[config.mk]
export PLATFORM = sky130hd
export DESIGN_NAME = imcol_div
export DESIGN_NICKNAME = d
export VERILOG_FILES = /design/src/rtl/imcol_pkg.sv /design/src/rtl/imcol_div.sv
export SDC_FILE = /design/constraint.sdc
export NUM_CORES = 1
export LEC_CHECK = 0
export BUFFER_PORTS_ARGS = -buffer_cell sky130_fd_sc_hd__buf_2
export CORE_MARGIN = 4
export CORE_UTILIZATION = 40
export DETAILED_ROUTE_END_ITERATION = 7
export PLACE_DENSITY = 0.65
export SYNTH_ARGS = -nofsm -noshare
export SYNTH_HDL_FRONTEND = slang
export SYNTH_SLANG_ARGS = --single-unit
[constraint.sdc]
create_clock -name i_clk -period 9.2 [get_ports i_clk]
set_input_delay 0.46 -clock i_clk [delete_from_list [all_inputs] [get_ports i_clk]]
set_output_delay 0.46 -clock i_clk [all_outputs]
set_load 0.05 [all_outputs]
[src/rtl/imcol_pkg.sv]
// Package for the im2col patch gather block: request and response types,
// configuration and command codes, sequencer states and sizing constants.
// Used by imcol_div and the core; depends on nothing else.
package imcol_pkg;

    // Sizing of the block.
    localparam int STORE_WORDS   = 16384;
    localparam int MAX_DIM       = 32;
    localparam int MAX_KERNEL    = 7;
    localparam int CHANNEL_LIMIT = 16;
    localparam int STRIDE_LIMIT  = 4;

    localparam int STORE_AW = $clog2(STORE_WORDS);
    // Width of a linear pixel address before it is checked against the store.
    localparam int LIN_W = 18;
    localparam logic [LIN_W-1:0] STORE_LIMIT = LIN_W'(STORE_WORDS);

    // Field widths.
    localparam int PIX_W     = 32;
    localparam int ADDR_W    = 14;
    localparam int MROW_W    = 10;
    localparam int MCOL_W    = 10;
    localparam int CFG_IDX_W = 3;
    localparam int CFG_DATA_W = 6;

    // Iterative divider: dividend bits, divisor bits, quotient bits per cycle.
    localparam int DIV_N     = 10;
    localparam int DIV_D     = 6;
    localparam int DIV_RADIX = 2;
    localparam int DIV_STEPS = DIV_N / DIV_RADIX;
    localparam int DIV_CNT_W = $clog2(DIV_STEPS + 1);

    // Configuration register indexes.
    localparam logic [CFG_IDX_W-1:0] CFG_IMG_WIDTH     = 3'd0;
    localparam logic [CFG_IDX_W-1:0] CFG_IMG_HEIGHT    = 3'd1;
    localparam logic [CFG_IDX_W-1:0] CFG_CHANNEL_COUNT = 3'd2;
    localparam logic [CFG_IDX_W-1:0] CFG_KERNEL_SIZE   = 3'd3;
    localparam logic [CFG_IDX_W-1:0] CFG_STRIDE_STEP   = 3'd4;

    // Command codes.
    localparam logic CMD_WRITE = 1'b0;
    localparam logic CMD_READ  = 1'b1;

    typedef struct packed {
        logic              command;
        logic [ADDR_W-1:0] pixel_addr;
        logic [PIX_W-1:0]  pixel_value;
        logic [MROW_W-1:0] mat_row;
        logic [MCOL_W-1:0] mat_col;
    } t_request;

    typedef struct packed {
        logic [PIX_W-1:0] value;
        logic             padded;
        logic             fault;
    } t_response;

    typedef enum logic [3:0] {
        ST_IDLE,
        ST_SIZE,
        ST_LIMIT,
        ST_CHECK,
        ST_SPLIT,
        ST_KERNEL,
        ST_POS,
        ST_ADDR,
        ST_LOOK,
        ST_FETCH,
        ST_DONE
    } t_state;

endpackage

[src/rtl/imcol_div.sv]
// Iterative restoring divider, two quotient bits per cycle.
// Uses imcol_pkg for its operand widths and step count.
module imcol_div (
    input  logic                          i_clk,
    input  logic                          i_rst_n,
    input  logic                          i_start,
    input  logic [imcol_pkg::DIV_N-1:0]   i_dividend,
    input  logic [imcol_pkg::DIV_D-1:0]   i_divisor,
    output logic                          o_done,
    output logic [imcol_pkg::DIV_N-1:0]   o_quotient,
    output logic [imcol_pkg::DIV_D-1:0]   o_remainder
);

    logic                               r_busy;
    logic                               r_done;
    logic [imcol_pkg::DIV_CNT_W-1:0]    r_count;
    logic [imcol_pkg::DIV_N-1:0]        r_quo;
    logic [imcol_pkg::DIV_D-1:0]        r_rem;
    logic [imcol_pkg::DIV_D-1:0]        r_div;
    logic [imcol_pkg::DIV_N-1:0]        n_quo;
    logic [imcol_pkg::DIV_D-1:0]        n_rem;
    logic [imcol_pkg::DIV_D:0]          trial;
    logic                               qbit;

    // The quotient register starts out holding the dividend; each step shifts
    // one dividend bit into the partial remainder and one quotient bit in.
    always_comb begin
        n_quo = r_quo;
        n_rem = r_rem;
        trial = '0;
        qbit  = 1'b0;
        for (int i = 0; i < imcol_pkg::DIV_RADIX; i++) begin
            trial = {n_rem, n_quo[imcol_pkg::DIV_N-1]};
            if (trial >= {1'b0, r_div}) begin
                n_rem = imcol_pkg::DIV_D'(trial - {1'b0, r_div});
                qbit  = 1'b1;
            end else begin
                n_rem = trial[imcol_pkg::DIV_D-1:0];
                qbit  = 1'b0;
            end
            n_quo = {n_quo[imcol_pkg::DIV_N-2:0], qbit};
        end
    end

    always_ff @(posedge i_clk) begin
        if (!i_rst_n) begin
            r_busy  <= 1'b0;
            r_done  <= 1'b0;
            r_count <= '0;
        end else if (i_start) begin
            r_busy  <= 1'b1;
            r_done  <= 1'b0;
            r_count <= imcol_pkg::DIV_CNT_W'(imcol_pkg::DIV_STEPS);
        end else if (r_busy) begin
            r_count <= r_count - imcol_pkg::DIV_CNT_W'(1);
            if (r_count == imcol_pkg::DIV_CNT_W'(1)) begin
                r_busy <= 1'b0;
                r_done <= 1'b1;
            end
        end
    end

    always_ff @(posedge i_clk) begin
        if (i_start) begin
            r_quo <= i_dividend;
            r_rem <= '0;
            r_div <= i_divisor;
        end else if (r_busy) begin
            r_quo <= n_quo;
            r_rem <= n_rem;
        end
    end

    assign o_done      = r_done;
    assign o_quotient  = r_quo;
    assign o_remainder = r_rem;

endmodule

==> metrics.txt, run 1 <==
status finished, final reports clean; Mapped Cells 157; Cell variety after synth 45; io pins 36; CP max FO 9; Comb power frac 60.0%; Fmax 252 MHz; port bufs 35; sw power 0.000273 W; CP arrival 4.00 ns; Die W 73.8 µm; Final period util 43.2%; CP Class flip-flop to flip-flop; critical path's slowest cell mux2i_1; CTS resizes 0; Setup crit end o_quotient[0]; Reg power frac 28.9%; r2r startpoint r_div[4]; # hold bufs at CTS 0; clock slew at reported path FFs 0.09 ns; Post-DP Area 1930 µm²; grt total ovfl 0; clock skew 0.00234 ns; fraction of layout cells with a size suffix above 1 29.2%; RSZ-0062 raised after global routing false; ys async rst share 0%; Final WS setup 5.23 ns; Final setup viols 0; vias in the first global route 1328; ANT cells 0; area growth from synthesis to layout 14.1%; detailed-route wire length 3700 µm; initial DRC count 33; Skew-Pair Late Insertion Delay 0.27 ns; Seq/Total Area, Yosys 40.5%; maxcap violations 0; Peak supply drop 130 µV; FF-to-FF End o_quotient[0]; Primary FF master, synth edfxtp_1; post-route cell area 1980 µm²; crit-path cells inv_1, ha_1, a21o_1, a211oi_2, o21a_1, mux2i_1, ha_1, nor2b_1, o31a_1, o21a_1, o21a_1, or2_1, mux2_2; DRC viols 0; setup TNS 0 ns; clk root buf clkbuf_8; final slew viol count 0; Worst Setup SP r_div[4]; Synth Warn # 0; routed vias 1322; Pre-antenna DRT Iters 4; fin crit period 3.97 ns; # Post-CTS Setup Buffers 0; H-tree depth 1; vias per cell 5.46; Pint 0.000324 W; Synth Net Count 192; CTS tree yes; gr usage total 14.5%; Initial Util 42.4%; number of flops mapped to enable cells by yosys 16; pwr/cell area 302 nW/µm²; CTS Sinks 27; initial antenna violation count 0; largest net degree at the start of global routing 30; Pleak 0.886 nW; Final Hold Fails 0; Worst-Margin Slew 0.585 ns; Data required, critical path 9.23 ns; Switching Share 45.7%; Critical Path Source Type flip-flop; Mapped Area 1730 µm²; core area 4090 µm²; die area 5450 µm²; R2R depth 13; Worst Hold Class input port to flip-flop; Die Height 73.8 µm; mean area per synthesized cell 11.0 µm²; Routed WL per cell 15.3 µm; first-pass GRT wire length 6150 µm; Worst R2R Setup Slack 5.23 ns; Most Frequent Cell on Critical Path o21a_1; Place WS 5.23 ns; clock power share 11.1%; Rows 23; final net count 228; post-DP HPWL 2880 µm; CTS Buffer Depth 2; Crit path largest cell delay 0.41 ns; Yosys reg bits 27; Final Wtd Congestion 0.878; DRT antenna net count 0; relative slew slack 61.0%; total CTS buffers 3; CP Capture Type flip-flop
==> worst max-delay path: cells and delay by family, from the launching register on <==
kind / cells / cell delay, ns
compound gates: 6 / 1.52
mux: 2 / 0.69
fa+ha+maj: 2 / 0.61
simple gates: 2 / 0.46
flops: 1 / 0.37
buf+inv: 1 / 0.09
==> worst min-delay path by stage <==
stage               depth (start not counted)         end    startpoint  slack (ns)
floorplan                                   2  r_count[1]    r_count[1]        0.46
global placement                            2  r_count[1]    r_count[1]        0.47
detailed placement                          2  r_count[1]    r_count[1]        0.50
finish                                      1    r_div[2]  i_divisor[2]        0.36
global route                                1    r_div[1]  i_divisor[1]        0.34
CTS                                         1    r_div[2]  i_divisor[2]        0.35
==> layout by cell type (no fill, tap or decap), types with 7 or more instances in the layout <==
master	n
inv_1	16
mux2_2	13
buf_2	35
dfxtp_1	11
o21a_1	7
edfxtp_1	16
ha_1	14
nor2_1	9
==> sequential cells by signal (all words and copies together) (netlist names) <==
signal / flops
r_busy: 1
r_div: 6
o_done: 1
o_remainder: 6
o_quotient: 10
r_count: 3
==> through the flow <==
stage               utilization, %  hold WS (ns)  power (W)  instances
floorplan                        -         0.456   0.000462        157
global placement              47.2         0.466   0.000521        238
detailed placement            47.2         0.496   0.000529        238
CTS                           48.3         0.354   0.000597        242
global route                  48.3         0.342   0.000638        242
finish                        48.3         0.359   0.000596        242
==> metal layers <==
metal,part of all wire [%],track usage (%),up-vias
met5,0,0,-
met4,1.8,6.04,0
met3,6.1,2.60,6
met2,45,22.1,38
met1,47,20.0,629
li1,-,-,649
==> cells in the mapped netlist, types with 2 or more instances <==
master     n  area [µm²]
edfxtp_1  16         480
inv_1     16        60.1
ha_1      14         175
mux2_2    13         146
dfxtp_1   11         220
nor2_1     9        33.8
o21a_1     7        52.6
a21o_1     4        30.0
a21oi_1    4        20.0
nand2b_1   4        25.0
nor2b_1    4        25.0
nor4_1     4        25.0
xnor2_1    4        35.0
a211oi_1   3        22.5
mux2i_1    3        30.0
nand2_1    3        11.3
o21bai_1   3        22.5
xor2_1     3        26.3
a31oi_1    2        12.5
clkbuf_8   2        27.5
fa_1       2        40.0
nor3_1     2        10.0
or3_1      2        12.5
==> power by group through the flow <==
stage	Sequential [W]	Clock (W)	Combinational [W]
6_report	0.000172	0.0000663	0.000358
2_1_floorplan	0.000231	0	0.000231
4_1_cts	0.000173	0.0000682	0.000356
3_3_place_gp	0.000174	0	0.000347
3_5_place_dp	0.000175	0	0.000354
5_1_grt	0.000176	0.0000737	0.000389
==> logic make-up (layout without fill, tap and decap cells) <==
group	after synthesis	count (layout)	synth area share [%]
AO/OA/AOI/OAI	38	38	17.4
AND/OR/NAND/NOR	33	33	10.3
flip-flops	27	27	40.5
buffers and inverters	20	55	5.71
adder cells (fa/ha/maj)	16	16	12.4
multiplexers	16	16	10.2
XOR/XNOR	7	7	3.54
==> final cells by class <==
class | count | area [µm²]
clock buffers | 4 | 45.0
well taps | 50 | 62.6
inverters | 16 | 60.1
fillers | 406 | 2110
flip-flops and latches | 27 | 701
repair buffers | 35 | 175
multi-input cells | 110 | 932
Power figures use the tool's default switching activity.
==> run 2: changes to the inputs <==
- clock period: 9.2 -> 4.06 ns (I/O delays scaled with it)
==> run 2 against run 1 <==
Compared with the run above: global-route usage shrank 0.34 points; non-clock buffer count rose by 1; clock power up 120%; clock skew fell by 0.00064 ns; worst setup slack worse by 5.0 ns; critical endpoint unchanged; highest routed layer is now met3.
==> metrics.txt, run 2 (same netlist as run 1, synthesis figures left out) <==
status finished, final reports clean; Pleak 0.888 nW; Critical Path Source Type flip-flop; CP top delay family compound AO/OA/AOI/OAI gates; Fmax 258 MHz; Seq. cell area 701 µm²; clock power share 10.8%; Peak supply drop 318 µV; Rows 23; DRC viols 0; total CTS buffers 3; Switching Share 45.5%; max reg flops 10; Routed WL per cell 15.2 µm; fin crit period 3.88 ns; gr usage total 14.1%; area growth from synthesis to layout 14.7%; Worst Hold Class input port to flip-flop; CTS Sinks 27; maxcap violations 0; CTS resizes 0; RSZ-0062 raised after global routing false; fraction of layout cells with a size suffix above 1 30.1%; # fillers 404; Worst-Margin Slew 0.583 ns; critical path's slowest cell edfxtp_1; Die Height 73.8 µm; Die W 73.8 µm; CP Capture Type flip-flop; initial antenna violation count 0; clock slew at reported path FFs 0.09 ns; Initial Util 42.4%; ANT cells 0; relative slew slack 61.1%; crit-path cells inv_1, ha_1, a21o_1, a211oi_2, o21a_1, mux2i_2, ha_1, nor2b_1, o31a_1, o21a_1, o21a_1, or2_1, mux2_2; largest net degree at the start of global routing 30; clk root buf clkbuf_8; setup TNS 0 ns; commonest non-fill, non-tap cell in the layout buf_2; Hold Slack 0.107 ns; final net count 229; # Post-CTS Setup Buffers 0; Most Frequent Cell on Critical Path o21a_1; die area 5450 µm²; CP Class flip-flop to flip-flop; core area 4090 µm²; Final setup viols 0; port bufs 35; Crit path largest cell delay 0.37 ns; routed vias 1323; CP arrival 3.90 ns; CTS tree yes; CP max FO 9; first-pass GRT wire length 6080 µm; vias per cell 5.44; Buf/Inv on CP 1; Final Wtd Congestion 0.882; Skew-Pair Late Insertion Delay 0.26 ns; Comb power frac 60.3%; io pins 36; DRT antenna net count 0; Data required, critical path 4.09 ns; Final Hold Fails 0; detailed-route wire length 3690 µm; sw power 0.000617 W; vias in the first global route 1337; final slew viol count 0; clock skew 0.00171 ns; grt total ovfl 0; post-DP HPWL 2910 µm; Multi-input gate area 936 µm²; CTS Buffer Depth 2; Final period util 95.5%; Pint 0.000740 W; initial DRC count 24; Pre-antenna DRT Iters 4; Reg power frac 28.8%; H-tree depth 1; pwr/cell area 683 nW/µm²; most frequent cells in the layout buf_2, inv_1, edfxtp_1; # hold bufs at CTS 0; Core Util, Final 48.6%
## run 2: per-layer routing
layer	GRT usage (%)	wire length [µm]	share of wire, %
met5	0	0	0
met4	3.02	0	0
met3	3.01	240	6.5
met2	22.6	1720	47
met1	19.6	1730	47
## run 2: final cells by class
type | instances | area share, %
Clock buffer | 4 | 2.27
Inverter | 16 | 3.02
Multi-Input combinational cell | 110 | 47.1
Sequential cell | 27 | 35.3
Tap cell | 50 | 3.15
Timing Repair Buffer | 36 | 9.19
## run 2: power by group through the flow
stage          Clock (W)  Combinational, W  Sequential (W)
2_1_floorplan          0          0.000524        0.000524
3_3_place_gp           0          0.000792        0.000393
3_5_place_dp           0          0.000804        0.000395
4_1_cts         0.000155          0.000813        0.000390
5_1_grt         0.000166          0.000890        0.000399
6_report        0.000147          0.000819        0.000391
## run 2: per-stage QoR
step	instance area [µm²]	setup WS [ns]	instances	power, W
floorplan	1730	0.209	157	0.00105
global placement	1940	0.310	239	0.00118
detailed placement	1940	0.159	239	0.00120
CTS	1980	0.145	243	0.00136
global route	1990	0.00711	243	0.00145
finish	1990	0.181	243	0.00136
## run 2: final timing paths
kind / startpoint / endpoint / slack, ns / cells after the start
max: r_div[4] / o_quotient[0] / 0.18 / 13
min: i_divisor[5] / r_div[5] / 0.11 / 1
max reg2reg: r_div[4] / o_quotient[0] / 0.18 / 13
min reg2reg: r_count[1] / r_count[1] / 0.50 / 2
==> run 3: changes to the inputs <==
--- a/config.mk
+++ b/config.mk
@@ -6,4 +6,5 @@
 export NUM_CORES = 1
 export LEC_CHECK = 0
+export ABC_AREA = 1
 export BUFFER_PORTS_ARGS = -buffer_cell sky130_fd_sc_hd__buf_2
 export CORE_MARGIN = 4
==> constraint.sdc (replaced) <==
create_clock -name i_clk -period 4.06 [get_ports i_clk]
set_input_delay 0.203 -clock i_clk [delete_from_list [all_inputs] [get_ports i_clk]]
set_output_delay 0.203 -clock i_clk [all_outputs]
set_load 0.02 [all_outputs]
==> run 3 against run 2 <==
Compared with the run above: clock skew increased by 0.0095 ns; combinational power increased by 3.3%; first-iteration DRC count increased by 120%; largest cell class unchanged; cell area increased by 0.82%.
==> metrics.txt, run 3 <==
status finished, final reports clean; CTS Sinks 27; CP top delay family simple AND/OR/NAND/NOR gates; port bufs 35; Synth Warn # 0; Crit path largest cell delay 0.37 ns; relative slew slack 58.8%; Yosys top cell by area edfxtp_1; fin crit period 3.17 ns; largest net degree at the start of global routing 21; Multi-input gate area 883 µm²; vias in the first global route 1370; die area 5450 µm²; initial DRC count 52; final slew viol count 0; Synth Net Count 258; Mapped Area 1730 µm²; Yosys reg bits 27; io pins 36; maxcap violations 0; area growth from synthesis to layout 15.5%; top-count cell post-synth nand2_1; pwr/cell area 694 nW/µm²; CTS resizes 0; final net count 295; Skew-Pair Late Insertion Delay 0.29 ns; Routed WL per cell 11.8 µm; CP max FO 12; clk root buf clkbuf_8; RSZ-0062 raised after global routing false; clock skew 0.0113 ns; Data required, critical path 4.10 ns; most frequent cells in the layout nand2_1, buf_2, inv_1; DRC viols 0; Die W 73.8 µm; CP Capture Type flip-flop; Finished Layout Cells 309; Critical Path Source Type flip-flop; CP Class flip-flop to flip-flop; Final Wtd Congestion 0.886; detailed-route wire length 3640 µm; commonest non-fill, non-tap cell in the layout nand2_1; top cells by area, synth edfxtp_1, nand2_1, dfxtp_1; post-DP HPWL 2960 µm; Pleak 1.07 nW; Die Height 73.8 µm; CTS tree yes; H-tree depth 1; setup TNS 0 ns; # hold bufs at CTS 0; clock slew at reported path FFs 0.11 ns; Initial Util 42.4%; Seq/Total Area, Yosys 40.4%; top cells by count, synth nand2_1, inv_1, edfxtp_1; Most Frequent Cell on Critical Path nand2_1; Final period util 78.1%; Worst-Margin Slew 0.616 ns; Pre-antenna DRT Iters 4; mean area per synthesized cell 7.78 µm²; Cell variety after synth 27; number of flops mapped to enable cells by yosys 16; CTS Buffer Depth 2; top cell type's share of synthesized area 27.7%; fraction of layout cells with a size suffix above 1 18.5%; ys async rst share 0%; Cell Count Post-Placement 305; core area 4090 µm²; routed vias 1468; Seq. cell area 701 µm²; ANT cells 0; DRT antenna net count 0; Worst Hold Class input port to flip-flop; crit-path cells inv_1, ha_1, nand2_1, nand2_1, inv_2, nand2_2, nand2_2, nand3_2, nand2_1, o21a_1, inv_1, ha_1, a21oi_1, or2_1, nand3_1, nand2_1, inv_1, nor2_4, o21ai_0; first-pass GRT wire length 6130 µm; vias per cell 4.75; # Post-CTS Setup Buffers 0; grt total ovfl 0; Fmax 315 MHz; Rows 23; Final Hold Fails 0; max reg flops 10; CP arrival 3.21 ns; total CTS buffers 3; Mapped Cells 223; initial antenna violation count 0; Buf/Inv on CP 4; Final setup viols 0; gr usage total 14.8%; Primary FF master, synth edfxtp_1; Peak supply drop 250 µV; critical path's slowest cell edfxtp_1; # fillers 420
run 3: changes by cell type in the layout (fill, tap and decap cells not counted), sizes merged, moves of 5 or more:
cell	before	now
nand3	1	16
a21o	5	0
o21a	7	2
inv	16	36
o21ai	2	7
nand2	3	83
mux2	13	0
run 3: layout make-up:
type	count	share of cell area (%)
Tap cell	50	3.12
Inverter	35	6.56
Multi-Input combinational cell	158	44.1
Sequential cell	27	35.0
Clock buffer	3	2.06
Clock inverter	1	0.437
Timing Repair Buffer	35	8.74
run 3: final timing paths:
path / startpoint / endpoint / slack [ns] / cells past startpoint
worst max-delay path: r_div[2] / o_quotient[0] / 0.89 / 19
worst min-delay path: i_divisor[3] / r_div[3] / 0.09 / 1
worst max register to register: r_div[2] / o_quotient[0] / 0.89 / 19
worst min register to register: o_done / o_done / 0.45 / 2
run 3: logic make-up after synthesis:
family / share of synthesized area [%]
buf+inv: 8.66
fa+ha+maj: 12.4
xor+xnor: 3.03
simple gates: 29.3
compound gates: 6.20
flops: 40.4
run 3: stage by stage:
stage / area [µm²] / power [W] / setup slack [ns] / hold slack (ns) / util (%)
after floorplan: 1730 / 0.00106 / 1.26 / 0.302 / -
final: 2000 / 0.00139 / 0.889 / 0.0921 / 49.0
after global placement: 1950 / 0.00122 / 0.962 / 0.379 / 47.8
after detailed placement: 1950 / 0.00123 / 0.880 / 0.381 / 47.8
after global routing: 2000 / 0.00152 / 0.632 / 0.0752 / 49.0
after CTS: 2000 / 0.00140 / 0.862 / 0.0796 / 49.0
run 3: where the power goes:
part	internal (W)	switching [W]
registers	0.000342	0.0000347
logic	0.000318	0.000527
clock network	0.0000723	0.0000949
run 3: worst reg2reg max path, delay by kind of cell (launching register included):
family | cells | cell delay, ns
adders and majority gates | 2 | 0.64
and+or+nand+nor | 10 | 1.15
AOI/OAI and AO/OA | 3 | 0.49
buffers and inverters | 4 | 0.28
DFF | 1 | 0.37
run 3: layer usage:
| metal | vias to the layer above | part of all wire, % | global-route usage, % |
|---|---|---|---|
| li1 | 778 | - | - |
| met1 | 669 | 48 | 19.0 |
| met2 | 17 | 48 | 24.7 |
| met3 | 4 | 2.5 | 1.64 |
| met4 | 0 | 2.0 | 7.24 |
| met5 | - | 0 | 0 |
